## src/hw/rtl/qakp_pkg.sv

```systemverilog
// types, register indexes and quadrature decode for the axis key pulser
package qakp_pkg;

  localparam int KEY_W  = 16;
  localparam int ACC_W  = 10;
  localparam int HOLD_W = 10;
  localparam int QDEPTH = 4;
  localparam int QPTR_W = 2;
  localparam int QCNT_W = 3;

  localparam logic [ACC_W-1:0] ACC_STEP = 10'd16;
  localparam logic [ACC_W-1:0] ACC_MAX  = 10'd1023;
  localparam logic [3:0]       SINCE_MAX = 4'd15;

  // register indexes
  localparam logic [2:0] REG_GEAR     = 3'd0;
  localparam logic [2:0] REG_SENS     = 3'd1;
  localparam logic [2:0] REG_MIN_HOLD = 3'd2;
  localparam logic [2:0] REG_MAX_HOLD = 3'd3;
  localparam logic [2:0] REG_IDLE     = 3'd4;
  localparam logic [2:0] REG_KEY_POS  = 3'd5;
  localparam logic [2:0] REG_KEY_NEG  = 3'd6;
  localparam logic [2:0] REG_LOCKOUT  = 3'd7;

  // event kinds
  localparam logic EV_PRESS   = 1'b0;
  localparam logic EV_RELEASE = 1'b1;

  // step direction codes
  localparam logic [1:0] DIR_NONE = 2'b00;
  localparam logic [1:0] DIR_POS  = 2'b01;
  localparam logic [1:0] DIR_NEG  = 2'b10;

  // transitions as {previous ab, current ab}
  localparam logic [3:0] POS_0 = 4'b1101;
  localparam logic [3:0] POS_1 = 4'b0100;
  localparam logic [3:0] POS_2 = 4'b0010;
  localparam logic [3:0] POS_3 = 4'b1011;
  localparam logic [3:0] NEG_0 = 4'b1110;
  localparam logic [3:0] NEG_1 = 4'b0111;
  localparam logic [3:0] NEG_2 = 4'b0001;
  localparam logic [3:0] NEG_3 = 4'b1000;

  typedef struct packed {
    logic pin_a;
    logic pin_b;
  } in_item_t;

  typedef struct packed {
    logic             event_kind;
    logic [KEY_W-1:0] key_code;
    logic             last;
  } out_item_t;

  function automatic logic [1:0] step_dir(input logic [3:0] trans);
    logic [1:0] d;
    case (trans) inside
      POS_0, POS_1, POS_2, POS_3: d = DIR_POS;
      NEG_0, NEG_1, NEG_2, NEG_3: d = DIR_NEG;
      default:                    d = DIR_NONE;
    endcase
    return d;
  endfunction

endpackage

```

## src/hw/rtl/quadrature_axis_key_pulser_top.sv

```systemverilog
// quadrature axis key pulser: encoder samples in, key press and release events out
//
// One input transfer is one tick carrying the sampled A and B pins. Each tick
// is decoded combinationally: lockout check, quadrature step decode, fixed-point
// accumulation against the gear ratio, hold time computation and the release
// check all sit in short logic between the state registers and a four-entry
// result queue. A tick produces zero, one or two result transfers (press,
// release, release of the old key followed by press of the new one, or press
// of a key followed by its release); the final result of a tick carries last.
// The input side takes a tick every clock as long as the queue holds at most
// two results, so ticks run at one per clock. The input stalls only while
// three or more results wait, which takes a run of two-event ticks or a
// receiver that holds off, while the result side drains one transfer per
// clock. Configuration writes are always taken and apply to the next tick;
// they are meant to be done with the block idle. KEY_BITS masks stored key
// codes, TIME_BITS sets the width of the saturating held and idle counters.
module quadrature_axis_key_pulser_top
  import qakp_pkg::*;
#(
  parameter int KEY_BITS  = 16,
  parameter int TIME_BITS = 11
) (
  input  logic             clk,
  input  logic             rst_n,
  input  logic             in_valid,
  output logic             in_ready,
  input  in_item_t         in_data,
  output logic             out_valid,
  input  logic             out_ready,
  output out_item_t        out_data,
  input  logic             cfg_valid,
  output logic             cfg_ready,
  input  logic [2:0]       cfg_index,
  input  logic [KEY_W-1:0] cfg_data
);

  // compare width that covers both the counters and the 11 bit idle limit
  localparam int CMP_W = (TIME_BITS > 11) ? TIME_BITS : 11;

  // configuration registers
  logic [8:0]          gear_r;
  logic [7:0]          sens_r;
  logic [8:0]          min_hold_r;
  logic [8:0]          max_hold_r;
  logic [10:0]         idle_lim_r;
  logic [KEY_BITS-1:0] key_pos_r;
  logic [KEY_BITS-1:0] key_neg_r;
  logic [3:0]          lockout_r;

  // axis state
  logic [1:0]           prev_ab_r, prev_ab_nxt;
  logic [3:0]           since_r, since_nxt;
  logic [ACC_W-1:0]     acc_r, acc_nxt;
  logic [KEY_BITS-1:0]  active_r, active_nxt;
  logic [HOLD_W-1:0]    hold_r, hold_nxt;
  logic [TIME_BITS-1:0] held_r, held_nxt;
  logic [TIME_BITS-1:0] idle_r, idle_nxt;

  // result queue
  out_item_t         q_r [QDEPTH];
  logic [QPTR_W-1:0] rd_ptr_r, wr_ptr_r;
  logic [QCNT_W-1:0] cnt_r;

  // tick decode
  logic                 in_xfer, out_xfer;
  logic [1:0]           sample;
  logic [3:0]           elapsed;
  logic                 take;
  logic [1:0]           dir;
  logic                 step;
  logic [TIME_BITS-1:0] held_inc;
  logic [ACC_W:0]       acc_sum;
  logic [ACC_W-1:0]     acc_sat;
  logic                 fire;
  logic [KEY_BITS-1:0]  key_sel;
  logic [3:0]           extra;
  logic [8:0]           hold_span;
  logic                 press, rel_old, rel;
  logic [KEY_BITS-1:0]  active_mid;
  out_item_t            ev_a, ev_b;
  logic [1:0]           n_ev;

  assign in_xfer   = in_valid && in_ready;
  assign out_xfer  = out_valid && out_ready;
  assign in_ready  = cnt_r <= QCNT_W'(QDEPTH - 2);
  assign out_valid = cnt_r != '0;
  assign out_data  = q_r[rd_ptr_r];
  assign cfg_ready = 1'b1;

  always_comb begin
    sample  = {in_data.pin_a, in_data.pin_b};
    // ticks since last step, saturating, and the lockout window
    elapsed = (since_r == SINCE_MAX) ? SINCE_MAX : since_r + 4'd1;
    take    = elapsed >= lockout_r;
    dir     = take ? step_dir({prev_ab_r, sample}) : DIR_NONE;
    step    = dir != DIR_NONE;

    prev_ab_nxt = take ? sample : prev_ab_r;
    since_nxt   = step ? 4'd0 : elapsed;
    held_inc    = (held_r == '1) ? held_r : held_r + 1'b1;
    idle_nxt    = step ? '0 : ((idle_r == '1) ? idle_r : idle_r + 1'b1);

    // accumulate one step, saturating
    acc_sum = {1'b0, acc_r} + {1'b0, ACC_STEP};
    acc_sat = acc_sum[ACC_W] ? ACC_MAX : acc_sum[ACC_W-1:0];
    fire    = step && (acc_sat >= {1'b0, gear_r});
    key_sel = (dir == DIR_POS) ? key_pos_r : key_neg_r;

    // hold time: min plus integer sensitivity, capped at max - min when ordered
    extra     = sens_r[7:4];
    hold_span = max_hold_r - min_hold_r;
    if (max_hold_r >= min_hold_r && {5'd0, extra} > hold_span) begin
      extra = hold_span[3:0];
    end

    acc_nxt  = step ? acc_sat : acc_r;
    hold_nxt = hold_r;
    held_nxt = held_inc;
    press    = 1'b0;
    rel_old  = 1'b0;
    if (fire) begin
      hold_nxt = {1'b0, min_hold_r} + HOLD_W'(extra);
      held_nxt = '0;
      acc_nxt  = acc_sat - {1'b0, gear_r};
      press    = (key_sel != '0) && (key_sel != active_r);
      rel_old  = press && (active_r != '0);
    end
    active_mid = press ? key_sel : active_r;

    // release check, skipped on a key swap tick
    rel = (active_mid != '0) && !rel_old &&
          ((CMP_W'(held_nxt) >= CMP_W'(hold_nxt)) ||
           (CMP_W'(idle_nxt) >= CMP_W'(idle_lim_r)));
    active_nxt = rel ? '0 : active_mid;
    if (rel) begin
      acc_nxt = '0;
    end

    // order the events of this tick
    ev_a = '{event_kind: EV_RELEASE, key_code: KEY_W'(active_r), last: 1'b1};
    ev_b = '{event_kind: EV_PRESS, key_code: KEY_W'(key_sel), last: 1'b1};
    n_ev = 2'd0;
    if (rel_old) begin
      ev_a.last = 1'b0;
      n_ev      = 2'd2;
    end else if (press) begin
      ev_a = '{event_kind: EV_PRESS, key_code: KEY_W'(key_sel), last: !rel};
      ev_b = '{event_kind: EV_RELEASE, key_code: KEY_W'(key_sel), last: 1'b1};
      n_ev = rel ? 2'd2 : 2'd1;
    end else if (rel) begin
      n_ev = 2'd1;
    end
  end

  // configuration writes
  always_ff @(posedge clk) begin
    if (!rst_n) begin
      gear_r     <= 9'd160;
      sens_r     <= 8'd32;
      min_hold_r <= 9'd50;
      max_hold_r <= 9'd200;
      idle_lim_r <= 11'd500;
      key_pos_r  <= KEY_BITS'(68);
      key_neg_r  <= KEY_BITS'(65);
      lockout_r  <= 4'd1;
    end else if (cfg_valid && cfg_ready) begin
      unique case (cfg_index)
        REG_GEAR:     gear_r     <= cfg_data[8:0];
        REG_SENS:     sens_r     <= cfg_data[7:0];
        REG_MIN_HOLD: min_hold_r <= cfg_data[8:0];
        REG_MAX_HOLD: max_hold_r <= cfg_data[8:0];
        REG_IDLE:     idle_lim_r <= cfg_data[10:0];
        REG_KEY_POS:  key_pos_r  <= cfg_data[KEY_BITS-1:0];
        REG_KEY_NEG:  key_neg_r  <= cfg_data[KEY_BITS-1:0];
        REG_LOCKOUT:  lockout_r  <= cfg_data[3:0];
        default: ;
      endcase
    end
  end

  // axis state advances once per accepted tick
  always_ff @(posedge clk) begin
    if (!rst_n) begin
      prev_ab_r <= '0;
      since_r   <= SINCE_MAX;
      acc_r     <= '0;
      active_r  <= '0;
      hold_r    <= '0;
      held_r    <= '0;
      idle_r    <= '0;
    end else if (in_xfer) begin
      prev_ab_r <= prev_ab_nxt;
      since_r   <= since_nxt;
      acc_r     <= acc_nxt;
      active_r  <= active_nxt;
      hold_r    <= hold_nxt;
      held_r    <= held_nxt;
      idle_r    <= idle_nxt;
    end
  end

  // queue pointers and fill count
  always_ff @(posedge clk) begin
    if (!rst_n) begin
      rd_ptr_r <= '0;
      wr_ptr_r <= '0;
      cnt_r    <= '0;
    end else begin
      if (out_xfer) begin
        rd_ptr_r <= rd_ptr_r + 1'b1;
      end
      if (in_xfer) begin
        wr_ptr_r <= wr_ptr_r + QPTR_W'(n_ev);
      end
      cnt_r <= cnt_r + (in_xfer ? QCNT_W'(n_ev) : '0) - QCNT_W'(out_xfer);
    end
  end

  // queue payload, no reset
  always_ff @(posedge clk) begin
    if (in_xfer && n_ev != 2'd0) begin
      q_r[wr_ptr_r] <= ev_a;
    end
    if (in_xfer && n_ev == 2'd2) begin
      q_r[wr_ptr_r + 1'b1] <= ev_b;
    end
  end

endmodule

```

## config.mk

```make
export PLATFORM = sky130hd
export DESIGN_NAME = quadrature_axis_key_pulser_top
export DESIGN_NICKNAME = d
export VERILOG_FILES = /design/src/hw/rtl/qakp_pkg.sv /design/src/hw/rtl/quadrature_axis_key_pulser_top.sv
export SDC_FILE = /design/constraint.sdc
export NUM_CORES = 1
export LEC_CHECK = 0
export BUFFER_PORTS_ARGS = -buffer_cell sky130_fd_sc_hd__buf_2
export CAP_MARGIN = 20
export CORE_ASPECT_RATIO = 0.75
export CORE_MARGIN = 4
export CORE_UTILIZATION = 25
export DETAILED_ROUTE_END_ITERATION = 10
export SLEW_MARGIN = 15
export SYNTH_ARGS = -nofsm -noshare
export SYNTH_HDL_FRONTEND = slang
export SYNTH_SLANG_ARGS = --single-unit
```

## constraint.sdc

```tcl
create_clock -name clk -period 9.8 [get_ports clk]
set_input_delay 0.98 -clock clk [delete_from_list [all_inputs] [get_ports clk]]
set_output_delay 0.98 -clock clk [all_outputs]
set_load 0.005 [all_outputs]
```

==> impl_metrics.env <==
export IMPL_start_kind="flip-flop"
export IMPL_antenna_found_initial=1
export IMPL_synthArstFlopShare_pct=0
export IMPL_min_period_ns=8.44
export IMPL_drive_above_1_share_pct=12.2
export IMPL_leakage_uw=0.00513
export IMPL_critPathRequiredTime_ns=10.01
export IMPL_core_um2=50000
export IMPL_rows=71
export IMPL_critPathArrivalTime_ns=8.65
export IMPL_cts_tree="yes"
export IMPL_clk_insertion_delay_late_ns=0.53
export IMPL_postRouteAntennaNets=0
export IMPL_grt_max_degree=78
export IMPL_hold_path_class="flip-flop to flip-flop"
export IMPL_final_nets=1464
export IMPL_vias=10800
export IMPL_synth_cells=1379
export IMPL_crit_top_cell="ha_1"
export IMPL_path_clk_slew_ns=0.06
export IMPL_cp_max_fo=65
export IMPL_synth_top_area_share_pct=24.6
export IMPL_grt_pass1_wl_um=57900
export IMPL_crit_buf_inv=4
export IMPL_die_w_um=268
export IMPL_ios=47
export IMPL_cts_buffers=26
export IMPL_dr_pass1_iters=6
export IMPL_post_cts_buffers=0
export IMPL_yosys_top_cells_count="nand2_1 (218), dfxtp_1 (155), a21oi_1 (119), a32o_1 (89), nor2_1 (83)"
export IMPL_max_freq_mhz=118
export IMPL_synth_most_common_cell="nand2_1"
export IMPL_use_met3_pct=2.12
export IMPL_initial_utilization_pct=25.3
export IMPL_syn_nets=1469
export IMPL_grt_pass1_vias=10300
export IMPL_synth_area_top_cells="dfxtp_1 (25%), edfxtp_1 (16%), a32o_1 (7.1%), nand2_1 (6.5%), ha_1 (5.9%)"
export IMPL_synth_top_area_cell="dfxtp_1"
export IMPL_crit_family="compound AO/OA/AOI/OAI gates"
export IMPL_setup_viol=0
export IMPL_timing_final_hold_violations=0
export IMPL_ys_ff_latch=223
export IMPL_synth_edf_count=68
export IMPL_overflow=0
export IMPL_globalRouteMet2Util_pct=19.0
export IMPL_cts_buffer_depth=3
export IMPL_slew_viol_final=0
export IMPL_regArea_um2=5140
export IMPL_status="finished clean"
export IMPL_finalClockSkew_ns=0.0117
export IMPL_ys_seq_area_share_pct=40.7
export IMPL_period_share_pct=86.1
export IMPL_clock_sinks=223
export IMPL_syn_area_per_cell_um2=9.16
export IMPL_critical_path_max_stage_delay_ns=0.54
export IMPL_wire_per_inst_um=17.9
export IMPL_setup_slack_ns=1.36
export IMPL_drt_iter0_drc=997
export IMPL_fill_cells=5211
export IMPL_criticalPathCategory="flip-flop to flip-flop"
export IMPL_dp_hpwl_um=25100
export IMPL_drc=0
export IMPL_ir_drop_v=0.000146
export IMPL_drv_cap=0
export IMPL_ys_warnings_count=0
export IMPL_grt_use_met1_pct=19.9
export IMPL_track_usage_pct=13.0
export IMPL_tightestPinTransition_ns=1.09
export IMPL_routed_via_density=5.24
export IMPL_wl_um=36600
export IMPL_htree_levels=1
export IMPL_die_area_um2=54200
export IMPL_post_cts_resized=0
export IMPL_area_delta_synth_final_pct=13.7
export IMPL_multiInputGateArea_um2=6870
export IMPL_synth_flop_cell="dfxtp_1"
export IMPL_busiest_layer="met1"
export IMPL_die_y_um=203
export IMPL_synth_distinct_cells=78
export IMPL_power_density_nw_per_um2=189
export IMPL_cts_hold_buf=0
export IMPL_place_gp_congestion=0.864
export IMPL_rsz0062_at_grt="false"
export IMPL_cp_end_kind="flip-flop"
export IMPL_diodes=0
export IMPL_root_buffer="clkbuf_16"
export IMPL_numPortBuffers=45
export IMPL_slowest_stage="a2111oi_2"
export IMPL_synth_area_um2=12600
export IMPL_setup_tns_ns=0
export IMPL_dp_slack_ns=1.40
export IMPL_relSlewSlack_pct=26.7
## layout make-up
cell class	instances	area share (%)
well taps	657	5.72
clock buffers	35	5.13
repair buffers	66	2.67
inverters	54	1.42
flip-flops and latches	223	35.8
clock inverters	13	1.40
multi-input cells	1003	47.8
## worst paths after layout
kind | start | to | slack [ns] | cells past startpoint
max | min_hold_r[1] | q_r[1][3] | 1.36 | 36
min reg2reg | key_pos_r[7] | key_pos_r[7] | 0.46 | 2
min | key_pos_r[7] | key_pos_r[7] | 0.46 | 2
max reg2reg | min_hold_r[1] | q_r[1][3] | 1.36 | 36
## where the power goes
group / switching, µW / leakage, µW / internal, µW
clock network: 407 / 0.000454 / 659
registers: 35.3 / 0.00181 / 985
logic: 407 / 0.00286 / 216
## tightest hold or removal path, stage by stage (launching register included)
cell	delay [ns]
dfxtp_1	0.31
nand2_1	0.05
a21oi_1	0.05
## state kept, by name, summed over array words and instances (netlist names), 10 cells and up, named ones only
name and flops:
idle_lim_r 11, held_r 11, key_pos_r 16, q_r 72, hold_r 10, active_r 16, acc_r 10, idle_r 11
key_neg_r 16
## metrics by stage
step / area, µm² / util [%] / std cells / hold slack, ns / total power, µW
2_1_floorplan: 12600 / - / 1379 / 0.433 / 1480
3_3_place_gp: 13400 / 26.8 / 2003 / 0.443 / 1650
3_5_place_dp: 13400 / 26.8 / 2003 / 0.447 / 1660
4_1_cts: 14400 / 28.7 / 2051 / 0.455 / 2720
5_1_grt: 14400 / 28.7 / 2051 / 0.475 / 2840
6_report: 14400 / 28.7 / 2051 / 0.456 / 2710
## metal layers
metal  share of wire, %  wire length [µm]
met1                 50             18200
met2                 42             15300
met3                6.8              2500
met4                1.5               553
met5              0.035                13
## cells in the final DEF, fill, tap and decap left out, types with 6 or more instances in the layout
master and instances:
a32o_1 89, nand2b_1 15, buf_2 45, a21oi_1 119
o21ai_1 11, o21ai_0 44, nand4_1 15, nor2b_1 14
a211oi_1 6, a21o_1 8, mux4_2 18, mux2i_1 17
edfxtp_1 68, inv_1 53, o21a_1 12, ha_1 60
and2_1 6, xor2_1 33, clkbuf_16 27, nand3_1 45
and3_1 14, xnor2_1 23, nor4_1 16, nand2_1 217
dfxtp_1 155, nor2_1 80, buf_4 21, o211ai_2 11
nor3_1 10, o211ai_1 35
## logic make-up after synthesis
group                      Yosys count  synth area share, %
muxes                               35                 4.56
AOI/OAI and AO/OA                  381                 22.0
adders and majority gates           64                 6.58
buffers and inverters              153                 5.14
other                                1               0.0297
DFF                                223                 40.7
xor gates and xnor gates            57                 4.01
and+or+nand+nor                    465                 17.0
Power figures use the tool's default switching activity.
